===== config.mk =====
export PLATFORM = sky130hd
export DESIGN_NAME = record_insertion_sort_by_average
export DESIGN_NICKNAME = d
export VERILOG_FILES = /design/src/rtl/risa_pkg.sv /design/src/rtl/risa_cell.sv /design/src/rtl/record_insertion_sort_by_average.sv
export SDC_FILE = /design/constraint.sdc
export NUM_CORES = 1
export LEC_CHECK = 0
export BUFFER_PORTS_ARGS = -buffer_cell sky130_fd_sc_hd__buf_2
export CORE_MARGIN = 5
export CORE_UTILIZATION = 35
export CTS_BUF_LIST = sky130_fd_sc_hd__clkbuf_4
export CTS_CLUSTER_DIAMETER = 150
export DETAILED_ROUTE_END_ITERATION = 16
export MAX_ROUTING_LAYER = met4
export PLACE_DENSITY = 0.5
export SYNTH_ARGS = -nofsm -noshare
export SYNTH_HDL_FRONTEND = slang
export SYNTH_HIERARCHICAL = 1
export SYNTH_SLANG_ARGS = --single-unit

===== constraint.sdc =====
create_clock -name clk -period 8.7 [get_ports clk]
set_clock_uncertainty 0.05 [all_clocks]
set_input_delay 2.61 -clock clk [delete_from_list [all_inputs] [get_ports clk]]
set_output_delay 2.61 -clock clk [all_outputs]
set_load 0.03 [all_outputs]

===== src/rtl/risa_pkg.sv =====
`default_nettype none
// ---------------------------------------------------------------------------
// risa_pkg: shared types for the record insertion sorter
// Word layouts, the stored entry format, and the fixed-point average.
// ---------------------------------------------------------------------------
package risa_pkg;

	localparam int MAX_RECORDS_DEF = 16;
	localparam int SCORE_W         = 7;
	localparam int SUM_W           = 9;
	localparam int NUM_W           = 5;
	localparam int MEAN_W          = 15;

	typedef struct packed {
		logic [SCORE_W-1:0] score_first;
		logic [SCORE_W-1:0] score_second;
		logic [SCORE_W-1:0] score_third;
		logic               final_record;
	} item_t;

	typedef struct packed {
		logic [NUM_W-1:0]   record_number;
		logic [SCORE_W-1:0] out_first;
		logic [SCORE_W-1:0] out_second;
		logic [SCORE_W-1:0] out_third;
		logic [MEAN_W-1:0]  mean_fixed;
		logic               run_end;
	} result_t;

	// one held record: number, three scores, sort key
	typedef struct packed {
		logic [NUM_W-1:0]   number;
		logic [SCORE_W-1:0] s1;
		logic [SCORE_W-1:0] s2;
		logic [SCORE_W-1:0] s3;
		logic [SUM_W-1:0]   sum;
	} entry_t;

	// per-cycle command to every cell of the chain
	typedef struct packed {
		logic insert;
		logic shift;
	} cell_ctl_t;

	// floor(sum*256/3) = 85*sum + floor(sum/3); sum/3 exact as (sum*171)>>9 for sum < 512
	function automatic logic [MEAN_W-1:0] mean_of(input logic [SUM_W-1:0] sum);
		logic [MEAN_W-1:0] whole;
		logic [16:0]       third;
		whole = MEAN_W'(sum) * MEAN_W'(85);
		third = 17'(sum) * 17'd171;
		return whole + MEAN_W'(third[16:9]);
	endfunction

endpackage
`default_nettype wire


===== src/rtl/risa_cell.sv =====
`default_nettype none
// ---------------------------------------------------------------------------
// risa_cell: one slot of the sorted insertion chain
// Holds one record; opens for a new key or takes its neighbor's record.
// ---------------------------------------------------------------------------
module risa_cell (
	input  wire                 clk,
	input  wire                 arst_n,
	input  risa_pkg::cell_ctl_t ctl,
	input  risa_pkg::entry_t    new_entry,
	input  risa_pkg::entry_t    left_entry,
	input  wire                 left_valid,
	input  wire                 left_ins,
	input  risa_pkg::entry_t    right_entry,
	input  wire                 right_valid,
	output risa_pkg::entry_t    entry,
	output logic                valid,
	output logic                ins
);

	risa_pkg::entry_t entry_q;
	logic             valid_q;

	// strictly greater key or empty: this slot moves aside for the new record
	assign ins   = !valid_q || (entry_q.sum > new_entry.sum);
	assign entry = entry_q;
	assign valid = valid_q;

	always_ff @(posedge clk or negedge arst_n) begin
		if (!arst_n) begin
			valid_q <= 1'b0;
		end else if (ctl.shift) begin
			valid_q <= right_valid;
		end else if (ctl.insert && ins) begin
			valid_q <= valid_q | left_valid;
		end
	end

	always_ff @(posedge clk) begin
		if (ctl.shift) begin
			entry_q <= right_entry;
		end else if (ctl.insert && ins) begin
			entry_q <= left_ins ? left_entry : new_entry;
		end
	end

endmodule
`default_nettype wire


===== src/rtl/record_insertion_sort_by_average.sv =====
`default_nettype none
// ---------------------------------------------------------------------------
// record_insertion_sort_by_average: stable sorter of score records
// Chain of cells that keeps records ordered by score sum, emitted on demand.
// ---------------------------------------------------------------------------
// Usage:
//   Input channel: drive item and raise start; the word is taken at a rising
//   edge with start high and busy low. A record is placed as it is taken:
//   every cell compares its key with the new one in parallel and the chain
//   shifts right by one slot past the insertion point, so words may arrive
//   back to back while busy stays low.
//   Records are numbered from 1 in arrival order. Once the chain is full
//   (MAX_RECORDS held), further records are dropped and get no number.
//   A word with final_record set is placed like any other, then busy rises
//   on the next cycle and the chain shifts left once per cycle, emitting
//   one result word per held record in ascending average order, equal
//   averages in arrival order. Busy stays high until the head slot is
//   found empty; each result word is registered from the head slot.
//   Output channel: each result word sits on result for exactly one cycle
//   with strobe high; run_end marks the last word of the run. The receiver
//   cannot stall, so no back-pressure exists.
//   Reset clears all valid bits, the record count and the strobe; the
//   stored record fields themselves are not cleared.
// ---------------------------------------------------------------------------
module record_insertion_sort_by_average #(
	parameter int MAX_RECORDS = risa_pkg::MAX_RECORDS_DEF
) (
	input  wire                clk,
	input  wire                arst_n,
	input  wire                start,
	input  risa_pkg::item_t    item,
	output logic               busy,
	output logic               strobe,
	output risa_pkg::result_t  result
);

	localparam int CNT_W = $clog2(MAX_RECORDS + 1);

	typedef enum logic {
		ST_IDLE,
		ST_EMIT
	} state_t;

	state_t                     state_q;
	logic [CNT_W-1:0]           count_q;
	risa_pkg::cell_ctl_t        ctl;
	risa_pkg::entry_t           new_entry;
	risa_pkg::entry_t           cell_entry [MAX_RECORDS];
	logic                       cell_valid [MAX_RECORDS];
	logic                       cell_ins   [MAX_RECORDS];
	logic                       accept;
	logic                       full;
	logic [risa_pkg::NUM_W-1:0] next_num;

	assign busy   = (state_q == ST_EMIT);
	assign accept = start && !busy;
	// last slot occupied means the chain is full
	assign full   = cell_valid[MAX_RECORDS-1];

	assign ctl.insert = accept && !full;
	assign ctl.shift  = busy;

	// number keeps the low bits of the arrival position
	assign next_num            = risa_pkg::NUM_W'(count_q + CNT_W'(1));
	assign new_entry.number    = next_num;
	assign new_entry.s1        = item.score_first;
	assign new_entry.s2        = item.score_second;
	assign new_entry.s3        = item.score_third;
	assign new_entry.sum       = risa_pkg::SUM_W'(item.score_first)
	                           + risa_pkg::SUM_W'(item.score_second)
	                           + risa_pkg::SUM_W'(item.score_third);

	// Build the chain: left feeds inserts, right feeds the emit shift.
	for (genvar i = 0; i < MAX_RECORDS; i++) begin : g_cell
		risa_pkg::entry_t left_entry;
		logic             left_valid;
		logic             left_ins;
		risa_pkg::entry_t right_entry;
		logic             right_valid;

		if (i == 0) begin : g_head
			assign left_entry = '0;
			assign left_valid = 1'b1;
			assign left_ins   = 1'b0;
		end else begin : g_body
			assign left_entry = cell_entry[i-1];
			assign left_valid = cell_valid[i-1];
			assign left_ins   = cell_ins[i-1];
		end

		if (i == MAX_RECORDS - 1) begin : g_tail
			assign right_entry = '0;
			assign right_valid = 1'b0;
		end else begin : g_inner
			assign right_entry = cell_entry[i+1];
			assign right_valid = cell_valid[i+1];
		end

		risa_cell u_cell (
			.clk         (clk),
			.arst_n      (arst_n),
			.ctl         (ctl),
			.new_entry   (new_entry),
			.left_entry  (left_entry),
			.left_valid  (left_valid),
			.left_ins    (left_ins),
			.right_entry (right_entry),
			.right_valid (right_valid),
			.entry       (cell_entry[i]),
			.valid       (cell_valid[i]),
			.ins         (cell_ins[i])
		);
	end

	// Count placed records; restart numbering after a final word.
	always_ff @(posedge clk or negedge arst_n) begin
		if (!arst_n) begin
			count_q <= '0;
		end else if (accept && item.final_record) begin
			count_q <= '0;
		end else if (ctl.insert) begin
			count_q <= count_q + CNT_W'(1);
		end
	end

	// Sequencer: during the emit phase, drain the head cell into the result register each cycle.
	always_ff @(posedge clk or negedge arst_n) begin
		if (!arst_n) begin
			state_q <= ST_IDLE;
			strobe  <= 1'b0;
		end else begin
			unique case (state_q)
				ST_IDLE: begin
					strobe <= 1'b0;
					if (accept && item.final_record) begin
						state_q <= ST_EMIT;
					end
				end
				ST_EMIT: begin
					strobe <= cell_valid[0];
					if (!cell_valid[0]) begin
						state_q <= ST_IDLE;
					end
				end
				default: begin
					state_q <= ST_IDLE;
					strobe  <= 1'b0;
				end
			endcase
		end
	end

	// result payload: head record plus its fixed-point average
	always_ff @(posedge clk) begin
		if (busy) begin
			result.record_number <= cell_entry[0].number;
			result.out_first     <= cell_entry[0].s1;
			result.out_second    <= cell_entry[0].s2;
			result.out_third     <= cell_entry[0].s3;
			result.mean_fixed    <= risa_pkg::mean_of(cell_entry[0].sum);
			result.run_end       <= !cell_valid[1];
		end
	end

	// a result word only appears while the run drains
	a_strobe_busy : assert property (@(posedge clk) disable iff (!arst_n)
		strobe |-> busy)
		else $error("result strobe outside emit phase");

	// nothing follows the word marked as the end of the run
	a_run_end_last : assert property (@(posedge clk) disable iff (!arst_n)
		(strobe && result.run_end) |=> !strobe)
		else $error("result word after run end");

	// an accepted final word always starts an emit run
	a_final_emits : assert property (@(posedge clk) disable iff (!arst_n)
		(accept && item.final_record) |=> (busy && count_q == '0))
		else $error("final word did not start emit");

	// chain fills from the head: the second slot is never held while the head is empty
	a_chain_packed : assert property (@(posedge clk) disable iff (!arst_n)
		cell_valid[1] |-> cell_valid[0])
		else $error("chain has a hole at the head");

endmodule
`default_nettype wire

# After elaboration in Yosys (flattened, before gate mapping)
# Index checks and enable logic that the tools add are counted.
totals:
  ff_bits: 625
  inputBits: 25
  output_inout_bits: 44
  word_cells: 295
classes:
  addsub: 4
  multipliers: 2
  n_lt_le_gt_ge: 16
  n_mux: 83
  n_bitwise: 16
  n_reduce_logical: 69
op_table:
  columns: ["cell", "n"]
  rows:
  - ["$mux W35", 45]
  - ["$gt A9 B9 Y1", 16]
  - ["$mux W1", 34]
  - ["$reduce_bool A2 Y1", 17]
  - ["$logic_and A1 B1 Y1", 19]
  - ["$logic_not A1 Y1", 17]
  - ["$mul A9 B8 Y17 const B", 1]
  - ["$logic_or A1 B1 Y1", 16]
  - ["$add A15 B8 Y15", 1]
  - ["$mul A9 B7 Y15 const B", 1]
  - ["$or A1 B1 Y1", 15]
  - ["$mux W5", 2]
  - ["$add A8 B7 Y9", 1]
  - ["$add A7 B7 Y8", 1]
  - ["$add A5 B1 Y5 const B", 1]
  - ["$pmux W1 S2", 2]
  - ["$not A1 Y1", 1]

# Longest topological paths before layout
depth:
  word_depth: 7
  mapped_depth: 24

# By module
# The synthesis kept the hierarchy.
modules_own_cells:
  columns: ["mod", "n_inst", "cells_per_inst", "area_per_inst_um2", "seq_area_each_um2"]
  rows:
  - ["risa_cell at g_cell[15].u_cell ...", 10, 192, 2093.3, 1076.0]
  - ["risa_cell at g_cell[0].u_cell ...", 6, 193, 2089.5, 1076.0]
  - ["record_insertion_sort_by_average", 1, 398, 4359.2, 1436.4]

# Worst setup path before layout
# No wires, ideal clock.
synth_timing:
  path_type: "input-to-reg"
  startpoint: "input item[2] (netlist name)"
  endpoint: "register g_cell[0].u_cell.entry_q, in the netlist g_cell[0].u_cell/entry[0], enable pin"
  setup_time_ns: 0.448
  arrival_ns: 7.803
  slack_ns: 0.399
  cell_stages: 14
  path_cell_list: "fa_1 -> ha_1 -> inv_1 -> fa_1 -> nor2b_1 -> o21ai_1 -> nand2_1 -> nor2_1 -> nor2_1 -> inv_1 -> ha_1 -> nand4_2 -> o221a_1 -> a41oi_1"
synth_rtl:
  columns: ["item", "line", "text"]
  rows:
  - ["start: declaration", "record_insertion_sort_by_average.sv:31", "input risa_pkg::item_t item,"]
  - ["end signal: assignment", "risa_cell.sv:41", "entry_q <= right_entry;"]
  - ["end signal: assignment", "risa_cell.sv:43", "entry_q <= left_ins ? left_entry : new_entry;"]
  - ["end: declaration", "risa_cell.sv:21", "risa_pkg::entry_t entry_q;"]

# Final worst setup path
layout_timing:
  startpoint: "register g_cell[0].u_cell.entry_q, in the netlist g_cell[0].u_cell/entry[3]"
  endpoint: "register result[14] (netlist name) (data pin)"
layout_via:
  elab_chain_cells: 2
layout_lines:
  columns: ["item", "line", "text"]
  rows:
  - ["$mul A9 B7 Y15 / $mul A9 B8 Y17 (equally long branches)", "risa_pkg.sv:49, risa_pkg.sv:50", null]
  - ["$add A15 B8 Y15 (*)", "risa_pkg.sv:51", "return whole + MEAN_W'(third[16:9]);"]
  - ["end: declaration", "record_insertion_sort_by_average.sv:34", "output risa_pkg::result_t result"]
# Mark *: on every way between the ends. The rest lies on a longest branch, timed or not.
# A chain may end at the register's enable or synchronous reset.

==> flow_metrics.tcl <==
set metrics [dict create \
    status "finished, final reports clean" \
    ctsHoldBuffers 0 \
    drv_cap 0 \
    hold_viol 0 \
    clock_sinks 625 \
    synthesis.area_um2 37800 \
    drive_gt1_share_pct 14.0 \
    antenna_found_initial 1 \
    fillerInstances 10600 \
    drv_slew 0 \
    required_ns 9.40 \
    start_kind "flop" \
    design_area_um2 42800 \
    io_buffers 68 \
    register_area_um2 18700 \
    max_freq_mhz 142 \
    area_delta_synth_final_pct 13.2 \
    nNetsFinal 3949 \
    path_class "flop to flop" \
    cp-end-kind "flop" \
    route.detailed.drc 0 \
    cts_resized 0 \
    clockBufferDepth 3 \
    yosysWarnings 6 \
    vias_per_cell 4.99 \
    cp_max_fo 7 \
    rsz0062_at_grt "no" \
    max_slew.worst_pin.slew_ns 1.01 \
    cts.htree.levels 4 \
    worstHoldPathType "flop to flop" \
    fin_crit_sh_pct 80.8 \
    multi_input_area_um2 17700 \
    drt_pass1_iterations 5 \
    dp_cells 4894 \
    num_vias 26100 \
    wl_um 101000 \
    drt_iter0_markers 1766 \
    insertion_delay_ns 1.05 \
    grt_pass1_wl_um 156000 \
    setup_viol 0 \
    num_io_pins 69 \
    grt_max_degree 194 \
    instances_no_fill 5233 \
    grt_pass1_vias 25800 \
    avgSynthCellArea_um2 10.9 \
    fp-row-count 120 \
    period_needed_ns 7.03 \
    fp.dieH_um 339 \
    dpl.hpwl_um 65300 \
    worst_hold_slack_ns 0.405 \
    worst_ep_arrival_time_ns 7.73 \
    grt_usage_pct 17.7 \
    placed_cell_area_um2 40300 \
    cts_tree "done" \
    wl_per_cell_um 19.2 \
    gp_congestion 0.777 \
    cts-root-buf "clkbuf_4" \
    relSlewSlack_pct 32.6 \
    grt-ovfl-total 0 \
    start_util_pct 35.3 \
    clk_pin_slew_ns 0.06 \
    syn_inst 3474 \
    final_antenna_net_count 0 \
    fp.coreArea_um2 107000 \
    die_area_um2 115000 \
    numCtsBuffers 182 \
    cts_setup_buffers 0 \
    finalSetupTns_ns 0 \
    fp.dieW_um 339 \
]
## stage by stage
step	util (%)	setup WS [ns]
after global routing	39.9	1.28
final	39.9	1.67
after floorplan	-	0.399
after CTS	39.9	1.61
after global placement	37.6	1.05
after detailed placement	37.6	1.03
## flip-flops by register name, indices dropped and copies added, names as in the netlist
| name | count |
|---|---|
| busy | 1 |
| count_q | 5 |
| g_cell.u_cell/entry | 560 |
| g_cell.u_cell/valid | 16 |
| result | 42 |
| strobe | 1 |
## layout by cell type, fill, tap and decap left out, types with 73 or more instances in the layout
| master | n |
|---|---|
| o21ai_0 | 226 |
| ha_1 | 215 |
| a21oi_1 | 74 |
| edfxtp_1 | 602 |
| nand2_1 | 619 |
| conb_1 | 73 |
| o21ai_1 | 364 |
| inv_1 | 240 |
| clkbuf_4 | 282 |
| mux2i_1 | 561 |
## path summary, 6_finish.rpt
path                            slack [ns]                endpoint  depth (start not counted)                                  from
worst max-delay path                  1.67    result[14]$_DFFE_PP_                         21   g_cell[0].u_cell/entry[3]$_DFFE_PP_
worst max register to register        1.67    result[14]$_DFFE_PP_                         21   g_cell[0].u_cell/entry[3]$_DFFE_PP_
worst min-delay path                  0.40    result[40]$_DFFE_PP_                          0  g_cell[0].u_cell/entry[33]$_DFFE_PP_
max in group asynchronous             6.43          busy$_DFF_PN0_                          1                                arst_n
min in group asynchronous             1.58  count_q[3]$_DFFE_PN0P_                          1                                arst_n
worst min register to register        0.40    result[40]$_DFFE_PP_                          0  g_cell[0].u_cell/entry[33]$_DFFE_PP_
## per-layer routing
layer  global-route usage (%)  wire length [um]
met1                     26.1             51700
met2                     25.4             42800
met3                     3.09              4630
met4                     4.49              1550
met5                        -                 0
## critical path, stage by stage, from the launching register on
cell and delay [ns]:
edfxtp_1 0.64, ha_1 0.29, inv_1 0.11, fa_1 0.49, inv_1 0.05, fa_1 0.53
fa_1 0.53, ha_1 0.36, a211o_1 0.31, a2111o_1 0.34, a41oi_2 0.22, xnor2_1 0.16
ha_1 0.26, inv_1 0.07, fa_1 0.45, fa_1 0.55, inv_1 0.04, ha_1 0.32
nand3_1 0.16, o31ai_1 0.54, o21ai_1 0.17, xnor2_1 0.15
## area by class of cell
type / count / area share (%)
antenna: 2 / 0.0117
clock buffer: 282 / 4.94
clock inverter: 55 / 0.821
inverter: 241 / 2.11
multi-input combinational: 2482 / 41.4
sequential: 625 / 43.6
tap: 1403 / 4.10
timing repair buffer: 143 / 3.05
Power is left out: the tool's default activity adds up to more than one toggle a clock period on the data nets, which glitch-free logic cannot reach.
